**src/rtl/per_source_token_bucket_policer_assert.svh**
```systemverilog
// assertion macros shared by the policer rtl
`ifndef PER_SOURCE_TOKEN_BUCKET_POLICER_ASSERT_SVH
`define PER_SOURCE_TOKEN_BUCKET_POLICER_ASSERT_SVH

// same-cycle implication, disabled in reset
`define PSTB_ASSERT_IMPL(label, clk, rst_n, ante, cons, msg) \
    label: assert property (@(posedge clk) disable iff (!rst_n) (ante) |-> (cons)) \
        else $error(msg);

// next-cycle implication, disabled in reset
`define PSTB_ASSERT_NEXT(label, clk, rst_n, ante, cons, msg) \
    label: assert property (@(posedge clk) disable iff (!rst_n) (ante) |=> (cons)) \
        else $error(msg);

`endif

```
**src/rtl/pstb_ram.sv**
```systemverilog
`default_nettype none
module pstb_ram #(
    parameter int WIDTH = 8,
    parameter int DEPTH = 16
) (
    input  wire logic                     i_clk,
    input  wire logic                     i_we,
    input  wire logic [$clog2(DEPTH)-1:0] i_waddr,
    input  wire logic [WIDTH-1:0]         i_wdata,
    input  wire logic [$clog2(DEPTH)-1:0] i_raddr,
    output logic      [WIDTH-1:0]         o_rdata
);
    logic [WIDTH-1:0] r_mem [DEPTH];

    // one write port, one registered read port
    always_ff @(posedge i_clk) begin
        if (i_we) begin
            r_mem[i_waddr] <= i_wdata;
        end
        o_rdata <= r_mem[i_raddr];
    end
endmodule
`default_nettype wire

```
**config.mk**
```make
export PLATFORM = sky130hd
export DESIGN_NAME = pstb_ram
export DESIGN_NICKNAME = d
export VERILOG_FILES = /design/src/rtl/per_source_token_bucket_policer_assert.svh /design/src/rtl/pstb_ram.sv
export SDC_FILE = /design/constraint.sdc
export NUM_CORES = 1
export LEC_CHECK = 0
export ABC_AREA = 1
export BUFFER_PORTS_ARGS = -buffer_cell sky130_fd_sc_hd__buf_2
export CAP_MARGIN = 25
export CORE_ASPECT_RATIO = 0.7
export CORE_MARGIN = 5
export CORE_UTILIZATION = 40
export DETAILED_ROUTE_END_ITERATION = 8
export PLACE_DENSITY = 0.55
export SLEW_MARGIN = 10
export SYNTH_ARGS = -nofsm -noshare
export SYNTH_HDL_FRONTEND = slang
export SYNTH_SLANG_ARGS = --single-unit
```
**constraint.sdc**
```tcl
create_clock -name i_clk -period 1.5 [get_ports i_clk]
set_input_delay 0.3 -clock i_clk [delete_from_list [all_inputs] [get_ports i_clk]]
set_output_delay 0.3 -clock i_clk [all_outputs]
set_load 0.1 [all_outputs]
```
==> flow_summary.ini <==
[finish]
final_cell_mix = nand2_1 (173), edfxtp_1 (128), inv_1 (100), nand3_1 (97), buf_2 (23)
fillers = 1294
area_growth_syn_to_layout_pct = 17.7
layout.cells.non_filler = 799
final_common_cell = nand2_1
register_area_mm2 = 0.00400
antenna_cells = 0
multi_input_area_mm2 = 0.00121
fin_area_mm2 = 0.00679
drive_gt1_share_pct = 12.8
fin_nets = 614

[floorplanning]
die_y_um = 110
coreArea_mm2 = 0.0140
die_area_mm2 = 0.0170
start_util_pct = 41.2
fp-row-count = 36
die_w_um = 154
ios = 26

[timing]
fin_crit_sh_pct = 96.7
rsz0062_at_grt = no
fmax_ghz = 0.690
drv_slew = 0
fin_crit_ns = 1.45
timing.final.setup_violations = 0
worst_pin_slew_ns = 0.512
finalHoldViolCount = 0
finClkSkew_ns = 0.00693
tns_ns = 0
relSlewSlack_pct = 66.1
hold_ws_ns = 0.286

[setup_path]
worstSetupPathType = flop to output port
startpoint_type = flop
critPathBufInv = 1
crit_slowest_cell = buf_2
end_kind = output port
r2r-start = r_mem[4][1]
cp.arrival_ns = 1.15
cpPeakStageDelay_ns = 0.43
r2r_end = o_rdata[1]
rr_worst_depth = 6
path_depth = 1
r2r_slack_ns = 0.49
cp_cell_sequence = buf_2
critPathMaxFanout = 1
worst_path_dominant_cell_family = buffers and inverters
required_ns = 1.20

[clock_tree]
h-tree-depth = 4
cts_tree = yes
insertion_delay_ns = 0.41
clock-sinks = 136
cts_root_buf = clkbuf_16
clk_pin_slew_ns = 0.06
cts_buffer_depth = 2
post_cts_buffers = 0
cts_inserted_buffers = 17

[grt]
antenna_found_initial = 0
use_met3_pct = 5.08
grt_pass1_vias = 3834
grt_usage_pct = 16.5
grt_pass1_wl_um = 21300
overflow = 0
busiest_layer = met1
grt_util_met1_pct = 25.5
grt_start_max_net_pins = 65
grt_util_met2_pct = 22.8

[placed_design]
place_congestion = 0.805
port_buffers = 25
place_area_mm2 = 0.00621
hpwl_um = 8390
placed_cells = 767

[logic_synthesis]
yosysWarnings = 0
yosys.area.top_type_share_pct = 66.7
yosysSeqAreaShare_pct = 69.4
post-synth-top-area-cell = edfxtp_1
synthCells = 551
post_synth_num_cell_types = 12
syn_area_mm2 = 0.00577
synthTopCellsByArea = edfxtp_1 (67%), nand2_1 (11%), nand3_1 (8.4%)
syn_area_per_cell_um2 = 10.5
synth_seq_cells = 136
synth_nets = 569

[power]
p_leak_nw = 2.93
cellPowerDensity_mw_per_mm2 = 1320
peakVddDrop_mv = 0.687

[flow_run]
timing.max_cap.violations = 0

[drt]
drt-initial-drc-count = 326
antenna_left = 0
vias_per_cell = 4.79
vias = 3825
drt_wl_total_um = 13400
drc = 0
firstDrtPassIters = 5
drt-wirelength-per-cell_um = 16.8

[outcome]
status = finished clean

[min_path]
whs_endpoint = r_mem[8][4]
hp-start = i_wdata[4]
hp-class = input port to flop
hold_depth = 1
area by class of cell:
class | count | area share [%]
clock buffers | 24 | 6.95
clock inverters | 8 | 1.46
inverters | 102 | 5.64
multi-input cells | 289 | 17.9
flip-flops and latches | 136 | 59.0
well taps | 190 | 3.50
repair buffers | 50 | 5.60
through the flow:
| stage | power, mW | utilization [%] | worst slack, ns |
|---|---|---|---|
| 3_3_place_gp | 5.06 | 44.4 | 0.139 |
| 2_1_floorplan | 4.83 | - | 0.249 |
| 5_1_grt | 9.31 | 48.5 | 0.000448 |
| 3_5_place_dp | 5.06 | 44.4 | 0.134 |
| 4_1_cts | 9.06 | 48.5 | 0.0279 |
| 6_report | 8.98 | 48.5 | 0.0502 |
synth_stat cells:
| cell type | number |
|---|---|
| buf_1 | 1 |
| buf_2 | 13 |
| buf_4 | 4 |
| buf_6 | 6 |
| dfxtp_1 | 8 |
| edfxtp_1 | 128 |
| inv_1 | 100 |
| inv_2 | 2 |
| nand2_1 | 173 |
| nand3_1 | 97 |
| nand3b_1 | 2 |
| nor2_1 | 17 |
kinds of logic after synthesis:
kind of cell / count (synthesis) / share of synthesized area (%)
buf+inv: 126 / 9.52
simple gates: 289 / 21.0
flops: 136 / 69.4
flip-flops by register name, indices dropped and copies added (netlist names):
signal,count
o_rdata,8
r_mem,128
routing by layer:
metal / routed length (um) / share of wire, %
met5: 0 / 0
met3: 981 / 7.3
met1: 6800 / 51
met2: 5570 / 42
met4: 53 / 0.40
worst max-delay path by stage:
stage                          start      endpoint  slack (ns)
after floorplan           i_waddr[2]  r_mem[10][0]        0.25
after global placement    i_raddr[0]    o_rdata[6]        0.14
after detailed placement  i_raddr[0]    o_rdata[6]        0.13
after CTS                 o_rdata[7]    o_rdata[7]        0.03
after global routing      o_rdata[7]    o_rdata[7]      0.0004
final                     o_rdata[1]    o_rdata[1]        0.05
where the power goes:
group / internal [mW] / total, mW / switching [mW]
sequential: 4.25 / 4.28 / 0.0262
clock: 2.53 / 4.00 / 1.47
combinational: 0.175 / 0.711 / 0.537
total: 6.95 / 8.98 / 2.03
timing repair:
action                     4_1_cts  5_1_grt
gates resized for setup          2        0
hold buffers                     0        0
setup endpoints to repair        2        0
No activity file was read; power rests on OpenSTA's default activity.
